$ cat src/hdl/sld_pkg.sv
// Shared types, constants and codes of the sync/length frame deframer.
package sld_pkg;

  localparam int FRAME_BYTES = 2048;
  localparam int BYTE_W      = 8;
  localparam int LEN_W       = $clog2(FRAME_BYTES + 1);
  localparam int SUM_W       = 17;
  localparam int OFF_W       = 11;
  localparam int FLEN_W      = 12;
  localparam int CFG_IDX_W   = 3;
  localparam int FIFO_DEPTH  = 4;
  localparam int FIFO_PTR_W  = $clog2(FIFO_DEPTH);
  localparam int FIFO_CNT_W  = $clog2(FIFO_DEPTH + 1);

  localparam logic [BYTE_W-1:0] RST_FIRST_SYNC    = 8'hA5;
  localparam logic [BYTE_W-1:0] RST_SECOND_SYNC   = 8'h5A;
  localparam logic [BYTE_W-1:0] RST_END_MARKER    = 8'h96;
  localparam logic [BYTE_W-1:0] RST_LENGTH_ADJUST = 8'd27;
  localparam logic [BYTE_W-1:0] RST_TIMEOUT_TICKS = 8'd30;

  typedef enum logic [2:0] {
    PH_SYNC1,
    PH_SYNC2,
    PH_LEN1,
    PH_LEN2,
    PH_BODY,
    PH_END
  } phase_e;

  typedef enum logic [2:0] {
    ST_NONE,
    ST_GOOD,
    ST_BADEND,
    ST_TIMEOUT,
    ST_LINK,
    ST_OVERSIZE
  } status_e;

  typedef enum logic [1:0] {
    KIND_LINK,
    KIND_TICK,
    KIND_BYTE
  } kind_e;

  typedef enum logic [CFG_IDX_W-1:0] {
    CFG_FIRST_SYNC,
    CFG_SECOND_SYNC,
    CFG_END_MARKER,
    CFG_LENGTH_ADJUST,
    CFG_TIMEOUT_TICKS
  } cfg_idx_e;

  typedef struct packed {
    logic [BYTE_W-1:0] first_sync;
    logic [BYTE_W-1:0] second_sync;
    logic [BYTE_W-1:0] end_marker;
    logic [BYTE_W-1:0] length_adjust;
    logic [BYTE_W-1:0] timeout_ticks;
  } cfg_t;

  typedef struct packed {
    kind_e             kind;
    logic [BYTE_W-1:0] data;
    logic              match_first;
    logic              match_second;
    logic              match_end;
  } entry_t;

  typedef struct packed {
    logic              byte_valid;
    logic [BYTE_W-1:0] byte_value;
    logic [OFF_W-1:0]  byte_offset;
    status_e           frame_status;
    logic [FLEN_W-1:0] frame_length;
  } result_t;

endpackage

$ cat src/hdl/sld_ifs.sv
// Valid/ready channel interfaces for the deframer input and result streams.
interface sld_in_if;
  logic       valid;
  logic       ready;
  logic       req_type;
  logic [7:0] data_byte;
  logic       link_alive;

  modport source (output valid, output req_type, output data_byte, output link_alive,
                  input ready);
  modport sink (input valid, input req_type, input data_byte, input link_alive,
                output ready);
endinterface

interface sld_out_if;
  logic        valid;
  logic        ready;
  logic        byte_valid;
  logic [7:0]  byte_value;
  logic [10:0] byte_offset;
  logic [2:0]  frame_status;
  logic [11:0] frame_length;

  modport source (output valid, output byte_valid, output byte_value, output byte_offset,
                  output frame_status, output frame_length, input ready);
  modport sink (input valid, input byte_valid, input byte_value, input byte_offset,
                input frame_status, input frame_length, output ready);
endinterface

$ cat src/hdl/sld_front.sv
// Front end: accepts requests and classifies them against the sync and end values.
module sld_front import sld_pkg::*; (
  sld_in_if.sink  in_i,
  input  cfg_t    cfg_i,
  output entry_t  entry_o,
  output logic    entry_valid_o,
  input  logic    entry_ready_i
);

  always_comb begin
    if (!in_i.link_alive) begin
      entry_o.kind = KIND_LINK;
    end else if (in_i.req_type) begin
      entry_o.kind = KIND_TICK;
    end else begin
      entry_o.kind = KIND_BYTE;
    end
    entry_o.data         = in_i.data_byte;
    entry_o.match_first  = (in_i.data_byte == cfg_i.first_sync);
    entry_o.match_second = (in_i.data_byte == cfg_i.second_sync);
    entry_o.match_end    = (in_i.data_byte == cfg_i.end_marker);
  end

  assign entry_valid_o = in_i.valid;
  assign in_i.ready    = entry_ready_i;

endmodule

$ cat src/hdl/sld_fifo.sv
// Short queue of classified requests between the front end and the frame engine.
module sld_fifo import sld_pkg::*; (
  input  logic   clk_i,
  input  logic   rst_ni,
  input  logic   push_i,
  input  entry_t push_data_i,
  output logic   full_o,
  input  logic   pop_i,
  output entry_t pop_data_o,
  output logic   empty_o
);

  entry_t                mem_q [FIFO_DEPTH];
  logic [FIFO_PTR_W-1:0] wr_ptr_q, wr_ptr_d;
  logic [FIFO_PTR_W-1:0] rd_ptr_q, rd_ptr_d;
  logic [FIFO_CNT_W-1:0] count_q, count_d;
  logic                  do_push;
  logic                  do_pop;

  assign full_o     = (count_q == FIFO_CNT_W'(FIFO_DEPTH));
  assign empty_o    = (count_q == '0);
  assign do_push    = push_i && !full_o;
  assign do_pop     = pop_i && !empty_o;
  assign pop_data_o = mem_q[rd_ptr_q];

  always_comb begin
    wr_ptr_d = do_push ? wr_ptr_q + 1'b1 : wr_ptr_q;
    rd_ptr_d = do_pop ? rd_ptr_q + 1'b1 : rd_ptr_q;
    count_d  = count_q;
    if (do_push && !do_pop) begin
      count_d = count_q + 1'b1;
    end else if (do_pop && !do_push) begin
      count_d = count_q - 1'b1;
    end
  end

  always_ff @(posedge clk_i or negedge rst_ni) begin
    if (!rst_ni) begin
      wr_ptr_q <= '0;
      rd_ptr_q <= '0;
      count_q  <= '0;
    end else begin
      wr_ptr_q <= wr_ptr_d;
      rd_ptr_q <= rd_ptr_d;
      count_q  <= count_d;
    end
  end

  always_ff @(posedge clk_i) begin
    if (do_push) begin
      mem_q[wr_ptr_q] <= push_data_i;
    end
  end

endmodule

$ cat src/hdl/sld_back.sv
// Frame engine: tracks the frame phase, counts bytes and ticks, and registers each result.
module sld_back import sld_pkg::*; (
  input  logic    clk_i,
  input  logic    rst_ni,
  input  cfg_t    cfg_i,
  input  entry_t  entry_i,
  input  logic    entry_valid_i,
  output logic    entry_pop_o,
  sld_out_if.source out_o
);

  localparam int OW = ((LEN_W > OFF_W) ? LEN_W : OFF_W) + 1;

  phase_e            phase_q, phase_d;
  logic [BYTE_W-1:0] length_low_q, length_low_d;
  logic [LEN_W-1:0]  body_target_q, body_target_d;
  logic [LEN_W-1:0]  body_count_q, body_count_d;
  logic [LEN_W-1:0]  total_len_q, total_len_d;
  logic [BYTE_W-1:0] idle_q, idle_d;
  logic              out_valid_q;
  result_t           out_q;
  result_t           res;

  logic              step;
  logic [SUM_W-1:0]  sum;
  logic              range_bad;
  logic [LEN_W-1:0]  body_count_inc;
  logic              body_done;
  logic [BYTE_W-1:0] idle_inc;
  logic              timed_out;
  logic [OW-1:0]     off_body;
  logic [OW-1:0]     off_end;

  assign step        = entry_valid_i && (!out_valid_q || out_o.ready);
  assign entry_pop_o = step;

  assign sum = SUM_W'(length_low_q) + {1'b0, entry_i.data, 8'h00} + SUM_W'(cfg_i.length_adjust);
  assign range_bad      = (sum > SUM_W'(FRAME_BYTES)) || (sum < SUM_W'(6));
  assign body_count_inc = body_count_q + 1'b1;
  assign body_done      = (body_count_inc >= body_target_q);
  assign idle_inc       = (idle_q == '1) ? idle_q : idle_q + 1'b1;
  assign timed_out      = (idle_inc >= cfg_i.timeout_ticks);
  assign off_body       = OW'(body_count_inc) + OW'(3);
  assign off_end        = OW'(body_count_q) + OW'(4);

  // Next-state logic.
  always_comb begin
    phase_d       = phase_q;
    length_low_d  = length_low_q;
    body_target_d = body_target_q;
    body_count_d  = body_count_q;
    total_len_d   = total_len_q;
    idle_d        = idle_q;
    if (step) begin
      case (entry_i.kind)
        KIND_LINK: begin
          phase_d = PH_SYNC1;
          idle_d  = '0;
        end
        KIND_TICK: begin
          if (phase_q == PH_SYNC1) begin
            idle_d = '0;
          end else if (timed_out) begin
            phase_d = PH_SYNC1;
            idle_d  = '0;
          end else begin
            idle_d = idle_inc;
          end
        end
        KIND_BYTE: begin
          idle_d = '0;
          case (phase_q)
            PH_SYNC1: begin
              phase_d = entry_i.match_first ? PH_SYNC2 : PH_SYNC1;
            end
            PH_SYNC2: begin
              phase_d = entry_i.match_second ? PH_LEN1 : PH_SYNC1;
            end
            PH_LEN1: begin
              length_low_d = entry_i.data;
              phase_d      = PH_LEN2;
            end
            PH_LEN2: begin
              if (range_bad) begin
                phase_d = PH_SYNC1;
              end else begin
                total_len_d   = sum[LEN_W-1:0];
                body_target_d = LEN_W'(sum - SUM_W'(5));
                body_count_d  = '0;
                phase_d       = PH_BODY;
              end
            end
            PH_BODY: begin
              body_count_d = body_count_inc;
              if (body_done) begin
                phase_d = PH_END;
              end
            end
            default: begin
              phase_d = PH_SYNC1;
            end
          endcase
        end
        default: begin
          phase_d = phase_q;
        end
      endcase
    end
  end

  // Result of the current step.
  always_comb begin
    res = '{byte_valid: 1'b0, byte_value: '0, byte_offset: '0,
            frame_status: ST_NONE, frame_length: '0};
    case (entry_i.kind)
      KIND_LINK: begin
        res.frame_status = ST_LINK;
      end
      KIND_TICK: begin
        if (phase_q != PH_SYNC1 && timed_out) begin
          res.frame_status = ST_TIMEOUT;
        end
      end
      KIND_BYTE: begin
        res.byte_valid = 1'b1;
        res.byte_value = entry_i.data;
        case (phase_q)
          PH_SYNC1: res.byte_offset = OFF_W'(0);
          PH_SYNC2: res.byte_offset = OFF_W'(1);
          PH_LEN1:  res.byte_offset = OFF_W'(2);
          PH_LEN2: begin
            res.byte_offset = OFF_W'(3);
            if (range_bad) begin
              res.frame_status = ST_OVERSIZE;
            end
          end
          PH_BODY: res.byte_offset = off_body[OFF_W-1:0];
          default: begin
            res.byte_offset = off_end[OFF_W-1:0];
            if (entry_i.match_end) begin
              res.frame_status = ST_GOOD;
              res.frame_length = FLEN_W'(total_len_q);
            end else begin
              res.frame_status = ST_BADEND;
            end
          end
        endcase
      end
      default: begin
        res.frame_status = ST_NONE;
      end
    endcase
  end

  always_ff @(posedge clk_i or negedge rst_ni) begin
    if (!rst_ni) begin
      phase_q       <= PH_SYNC1;
      length_low_q  <= '0;
      body_target_q <= '0;
      body_count_q  <= '0;
      total_len_q   <= '0;
      idle_q        <= '0;
      out_valid_q   <= 1'b0;
    end else begin
      phase_q       <= phase_d;
      length_low_q  <= length_low_d;
      body_target_q <= body_target_d;
      body_count_q  <= body_count_d;
      total_len_q   <= total_len_d;
      idle_q        <= idle_d;
      if (step) begin
        out_valid_q <= 1'b1;
      end else if (out_o.ready) begin
        out_valid_q <= 1'b0;
      end
    end
  end

  always_ff @(posedge clk_i) begin
    if (step) begin
      out_q <= res;
    end
  end

  assign out_o.valid        = out_valid_q;
  assign out_o.byte_valid   = out_q.byte_valid;
  assign out_o.byte_value   = out_q.byte_value;
  assign out_o.byte_offset  = out_q.byte_offset;
  assign out_o.frame_status = out_q.frame_status;
  assign out_o.frame_length = out_q.frame_length;

endmodule

$ cat src/hdl/sync_length_frame_deframer.sv
// Top level of the sync/length frame deframer: configuration registers and the three parts.
//
// The deframer accepts one byte or idle tick per clock cycle while its queue has room and returns
// exactly one result per request, in order, also one per cycle while the output is not stalled. The
// frame engine takes one queued request per cycle into its output register while the output is not
// stalled, and that single step sets the rate. A four-entry queue sits between the request
// classifier and the engine, so input ready drops only once the output has stalled long enough
// to fill it. Configuration is taken from the write port at any edge with the write enable high
// and should change only while no request is in flight.
module sync_length_frame_deframer import sld_pkg::*; (
  input  logic                 clk_i,
  input  logic                 rst_ni,
  input  logic                 cfg_we_i,
  input  logic [CFG_IDX_W-1:0] cfg_idx_i,
  input  logic [BYTE_W-1:0]    cfg_data_i,
  sld_in_if.sink               in_req_i,
  sld_out_if.source            out_res_o
);

  cfg_t   cfg_q, cfg_d;
  entry_t front_entry;
  logic   front_valid;
  logic   fifo_full;
  entry_t head_entry;
  logic   fifo_empty;
  logic   back_pop;

  always_comb begin
    cfg_d = cfg_q;
    if (cfg_we_i) begin
      case (cfg_idx_e'(cfg_idx_i))
        CFG_FIRST_SYNC:    cfg_d.first_sync    = cfg_data_i;
        CFG_SECOND_SYNC:   cfg_d.second_sync   = cfg_data_i;
        CFG_END_MARKER:    cfg_d.end_marker    = cfg_data_i;
        CFG_LENGTH_ADJUST: cfg_d.length_adjust = cfg_data_i;
        CFG_TIMEOUT_TICKS: cfg_d.timeout_ticks = cfg_data_i;
        default:           cfg_d = cfg_q;
      endcase
    end
  end

  always_ff @(posedge clk_i or negedge rst_ni) begin
    if (!rst_ni) begin
      cfg_q <= '{first_sync: RST_FIRST_SYNC, second_sync: RST_SECOND_SYNC,
                 end_marker: RST_END_MARKER, length_adjust: RST_LENGTH_ADJUST,
                 timeout_ticks: RST_TIMEOUT_TICKS};
    end else begin
      cfg_q <= cfg_d;
    end
  end

  sld_front u_front (
    .in_i          (in_req_i),
    .cfg_i         (cfg_q),
    .entry_o       (front_entry),
    .entry_valid_o (front_valid),
    .entry_ready_i (!fifo_full)
  );

  sld_fifo u_fifo (
    .clk_i       (clk_i),
    .rst_ni      (rst_ni),
    .push_i      (front_valid),
    .push_data_i (front_entry),
    .full_o      (fifo_full),
    .pop_i       (back_pop),
    .pop_data_o  (head_entry),
    .empty_o     (fifo_empty)
  );

  sld_back u_back (
    .clk_i         (clk_i),
    .rst_ni        (rst_ni),
    .cfg_i         (cfg_q),
    .entry_i       (head_entry),
    .entry_valid_i (!fifo_empty),
    .entry_pop_o   (back_pop),
    .out_o         (out_res_o)
  );

endmodule

$ cat src/flat_wrapper.sv
// flat-port wrapper written by rule: the top's interface ports become plain ports
module sync_length_frame_deframer_flat import sld_pkg::*;
  (clk_i, rst_ni, cfg_we_i, cfg_idx_i, cfg_data_i, in_req_i_valid, in_req_i_req_type, in_req_i_data_byte, in_req_i_link_alive, in_req_i_ready, out_res_o_valid, out_res_o_byte_valid, out_res_o_byte_value, out_res_o_byte_offset, out_res_o_frame_status, out_res_o_frame_length, out_res_o_ready);
  sld_in_if in_req_i_i ();
  sld_out_if out_res_o_i ();
  input  logic clk_i;
  input  logic rst_ni;
  input  logic cfg_we_i;
  input  logic [CFG_IDX_W-1:0] cfg_idx_i;
  input  logic [BYTE_W-1:0] cfg_data_i;
  input wire logic [$bits(in_req_i_i.valid)-1:0] in_req_i_valid;
  input wire logic [$bits(in_req_i_i.req_type)-1:0] in_req_i_req_type;
  input wire logic [$bits(in_req_i_i.data_byte)-1:0] in_req_i_data_byte;
  input wire logic [$bits(in_req_i_i.link_alive)-1:0] in_req_i_link_alive;
  output wire logic [$bits(in_req_i_i.ready)-1:0] in_req_i_ready;
  output wire logic [$bits(out_res_o_i.valid)-1:0] out_res_o_valid;
  output wire logic [$bits(out_res_o_i.byte_valid)-1:0] out_res_o_byte_valid;
  output wire logic [$bits(out_res_o_i.byte_value)-1:0] out_res_o_byte_value;
  output wire logic [$bits(out_res_o_i.byte_offset)-1:0] out_res_o_byte_offset;
  output wire logic [$bits(out_res_o_i.frame_status)-1:0] out_res_o_frame_status;
  output wire logic [$bits(out_res_o_i.frame_length)-1:0] out_res_o_frame_length;
  input wire logic [$bits(out_res_o_i.ready)-1:0] out_res_o_ready;
  assign in_req_i_i.valid = in_req_i_valid;
  assign in_req_i_i.req_type = in_req_i_req_type;
  assign in_req_i_i.data_byte = in_req_i_data_byte;
  assign in_req_i_i.link_alive = in_req_i_link_alive;
  assign in_req_i_ready = in_req_i_i.ready;
  assign out_res_o_valid = out_res_o_i.valid;
  assign out_res_o_byte_valid = out_res_o_i.byte_valid;
  assign out_res_o_byte_value = out_res_o_i.byte_value;
  assign out_res_o_byte_offset = out_res_o_i.byte_offset;
  assign out_res_o_frame_status = out_res_o_i.frame_status;
  assign out_res_o_frame_length = out_res_o_i.frame_length;
  assign out_res_o_i.ready = out_res_o_ready;
  sync_length_frame_deframer u_core (.clk_i(clk_i), .rst_ni(rst_ni), .cfg_we_i(cfg_we_i), .cfg_idx_i(cfg_idx_i), .cfg_data_i(cfg_data_i), .in_req_i(in_req_i_i), .out_res_o(out_res_o_i));
endmodule
$ cat config.mk
export PLATFORM = sky130hd
export DESIGN_NAME = sync_length_frame_deframer_flat
export DESIGN_NICKNAME = d
export VERILOG_FILES = /design/src/hdl/sld_pkg.sv /design/src/hdl/sld_ifs.sv /design/src/hdl/sld_front.sv /design/src/hdl/sld_fifo.sv /design/src/hdl/sld_back.sv /design/src/hdl/sync_length_frame_deframer.sv /design/src/flat_wrapper.sv
export SDC_FILE = /design/constraint.sdc
export NUM_CORES = 1
export LEC_CHECK = 0
export BUFFER_PORTS_ARGS = -buffer_cell sky130_fd_sc_hd__buf_2
export CORE_AREA = 2 2 159 161
export CTS_CLUSTER_DIAMETER = 100
export CTS_CLUSTER_SIZE = 30
export DETAILED_ROUTE_END_ITERATION = 8
export DIE_AREA = 0 0 161 163
export PLACE_DENSITY = 0.62
export SETUP_SLACK_MARGIN = 0.15
export SLEW_MARGIN = 40
export SYNTH_ARGS = -nofsm -noshare
export SYNTH_HDL_FRONTEND = slang
export SYNTH_SLANG_ARGS = --single-unit
$ cat constraint.sdc
create_clock -name clk_i -period 4.6 [get_ports clk_i]
set_clock_uncertainty 0.15 [all_clocks]
set_input_delay 0 -clock clk_i [delete_from_list [all_inputs] [get_ports clk_i]]
set_output_delay 0 -clock clk_i [all_outputs]
set_load 0.005 [all_outputs]
==> metrics.txt <==
DR vias/cell 5.11; main area contributors after synthesis edfxtp_1 27%, dfrtp_1 22%, mux2_2 5.6%; antenna-violating nets left 0; Crit path largest cell delay about 530 ps; Startpoint Class flop; top post-synthesis cells by count 87 x edfxtp_1, 83 x dfrtp_1, 53 x nand2_1, 53 x xnor2_1, 48 x mux2_2; pwr dens 553 mW/mm^2; hold_ws -20.3 ps; status complete, but fails checks; antenna violations before repair 0; Slew HR 0.511; final worst slack a little under 500 ps; TritonCTS clock tree done; Max Slew Vio Count 0; critical-path cell list ha_1, a21oi_1, a21oi_1, or3_1, a2111oi_0, o211ai_1, or3_4, a211oi_4, buf_4, mux2_2; Synth-to-Final Area Change 17.9%; clock sink count 190; dpl ws about 430 ps; total CTS buffers 17; initial drt markers 409; sequential cell area fraction in the yosys report 0.542; #FFs+latches synth 190; I/O Pins 63; cell with the most instances after synthesis edfxtp_1; largest net degree at the start of global routing 70; clock-pin slew on the worst setup and hold paths 70 ps; IO buf count 62; Die Wd approximately 160 um; Detailed Place HPWL 14900 um; WL per Instance 16.7 um; final hold vios 6; R2R cell count 10; failing checks negative hold slack; leakage power 4.65 nW; CTS Buffer Depth 2; Post-synth ARST share 0.542; Antenna Cells 0; Syn Nets 860; ys flop type edfxtp_1; cell taking the most area after synthesis edfxtp_1; cell seen most often among critical-path stages a21oi_1; Crit Path Max Fanout 23; worst min path class in -> async; postcts setup bufs 0; EDFF count, synth 87; GR Overflow Total 0; final wirelength around 21000 um; number of global-route vias before repair 6302; Clock Latency Late Sink 430 ps; slowest CP cell dfstp_2; Core Footprint 0.0247 mm^2; synth warn 0; setup TNS 0 ps; Yosys cell types 61; RR Endpoint u_core.u_back.body_target_q[9]; Synth top area share 0.271; reg-to-reg critical path startpoint u_core.cfg_q[11]; Setup violations, final 0; Area after DPL 0.0104 mm^2; first-pass GRT wire length 33900 um; crit end category flop; worst slew pin tran between 700 and 800 ps; Total GRT Usage 0.167; Starting Density 0.390; share of layout cells above drive strength 1 0.213; Final GP Congestion 0.826; Max-Cap Viols 0; Tmin final between 4000 and 5000 ps; fin cells 1244; row count 58; placed cells 1173; fmax 244 MHz; synthesized instance count 793; Critical Path RT 4760 ps; fin crit share 0.892; R2R Setup Slk about 500 ps; Nets 968; detailed-route DRC error count 0; RSZ-0062 raised after global routing no; arrival time worst endpoint 4270 ps; Syn Area/Cell 12.1 um^2; crit path kind reg -> reg; Cell Area, Synth 0.00963 mm^2; first drt pass iteration count 5; vias post-DR 6357; Die Height 163 um; die area 0.0262 mm^2; clock root buffer clkbuf_16; depth of the CTS H-tree 4; Max VDD drop between 0.0002 and 0.0003 V; cell area after layout 0.0113 mm^2
[worst max path at each step]
stage	startpoint	end	slack, ps
floorplan	u_core.cfg_q[11]	u_core.u_back.total_len_q[6]	820
global placement	u_core.cfg_q[9]	u_core.u_back.total_len_q[1]	490
detailed placement	u_core.cfg_q[9]	u_core.u_back.body_target_q[9]	430
CTS	u_core.cfg_q[9]	u_core.u_back.body_target_q[9]	390
global route	u_core.u_back.length_low_q[0]	u_core.u_back.total_len_q[0]	260
finish	u_core.cfg_q[11]	u_core.u_back.body_target_q[9]	500
[per-stage QoR]
| stage | utilization | hold slack, ps | power (mW) |
|---|---|---|---|
| final | 0.460 | -20.3 | 6.28 |
| after floorplan | - | -446 | 4.05 |
| after CTS | 0.460 | 7.45 | 6.32 |
| after detailed placement | 0.420 | -92.6 | 4.76 |
| after global placement | 0.419 | 38.8 | 4.73 |
| after global routing | 0.460 | 27.4 | 6.70 |
[report_power, final]
group          leakage (nW)  switching, mW  total (mW)  internal (mW)
combinational          2.34           1.37        2.39           1.02
sequential             2.02          0.185        2.39           2.20
clock                 0.283          0.632        1.51          0.874
total                  4.65           2.19        6.28           4.09
[layout make-up]
class | instances | area, um^2
timing repair buffer | 117 | 827
inverter | 42 | 158
clock inverter | 9 | 135
tap | 330 | 413
clock buffer | 23 | 458
sequential | 190 | 5220
fill | 2248 | 13300
multi-input combinational | 533 | 4140
[state kept, by name (all words and copies together) (netlist names), 3 cells and up]
register                          cells
u_core.u_fifo.mem_q                  52
u_core.cfg_q                         40
u_core.u_back.body_count_q           12
u_core.u_back.body_target_q          12
u_core.u_back.out_o.frame_length     12
u_core.u_back.total_len_q            12
u_core.u_back.out_o.byte_offset      11
u_core.u_back.idle_q                  8
u_core.u_back.length_low_q            8
u_core.u_back.out_o.byte_value        8
u_core.u_back.out_o.frame_status      3
u_core.u_back.phase_q                 3
u_core.u_fifo.count_q                 3
[cell families (layout without fill, tap and decap cells)]
family / Yosys count / after routing / synth area share
and+or+nand+nor: 208 / 208 / 0.107
DFF: 190 / 190 / 0.542
AOI/OAI and AO/OA: 130 / 130 / 0.0925
muxes: 80 / 80 / 0.107
xor gates and xnor gates: 74 / 74 / 0.0673
buffers and inverters: 70 / 191 / 0.0295
adders and majority gates: 41 / 41 / 0.0548
[critical path, delay by kind of cell (launching register included)]
| family | cells | cell delay (ps) |
|---|---|---|
| DFF | 1 | 530 |
| and+or+nand+nor | 2 | 840 |
| adders and majority gates | 1 | 310 |
| AOI/OAI and AO/OA | 5 | 1400 |
| buffers and inverters | 1 | 380 |
| muxes | 1 | 380 |
[layer usage]
metal,track usage,vias to the layer above,share of wire
li1,-,3089,-
met1,0.224,3121,0.47
met2,0.280,133,0.48
met3,0.0334,14,0.038
met4,0.0394,0,0.0081
met5,0,-,0
[placed cells by master, fill, tap and decap left out, types with 21 or more instances in the layout]
cell type | Yosys | layout
a21oi_1 | 22 | 22
edfxtp_1 | 87 | 87
dlygate4sd3_1 | 0 | 39
dfrtp_1 | 83 | 83
buf_2 | 2 | 61
mux2_2 | 48 | 48
xor2_1 | 21 | 21
inv_1 | 42 | 42
and2_1 | 23 | 23
o21ai_0 | 37 | 36
ha_1 | 39 | 39
xnor2_1 | 53 | 53
nand2_1 | 53 | 53
nor2_1 | 47 | 47
[what timing repair did]
action,4_1_cts,5_1_grt
endpoints found under the hold margin,151,0
setup endpoints to repair,0,17
hold buffers,39,0
resized for setup,0,3
Note: power is estimated with default switching activity, not from simulation.
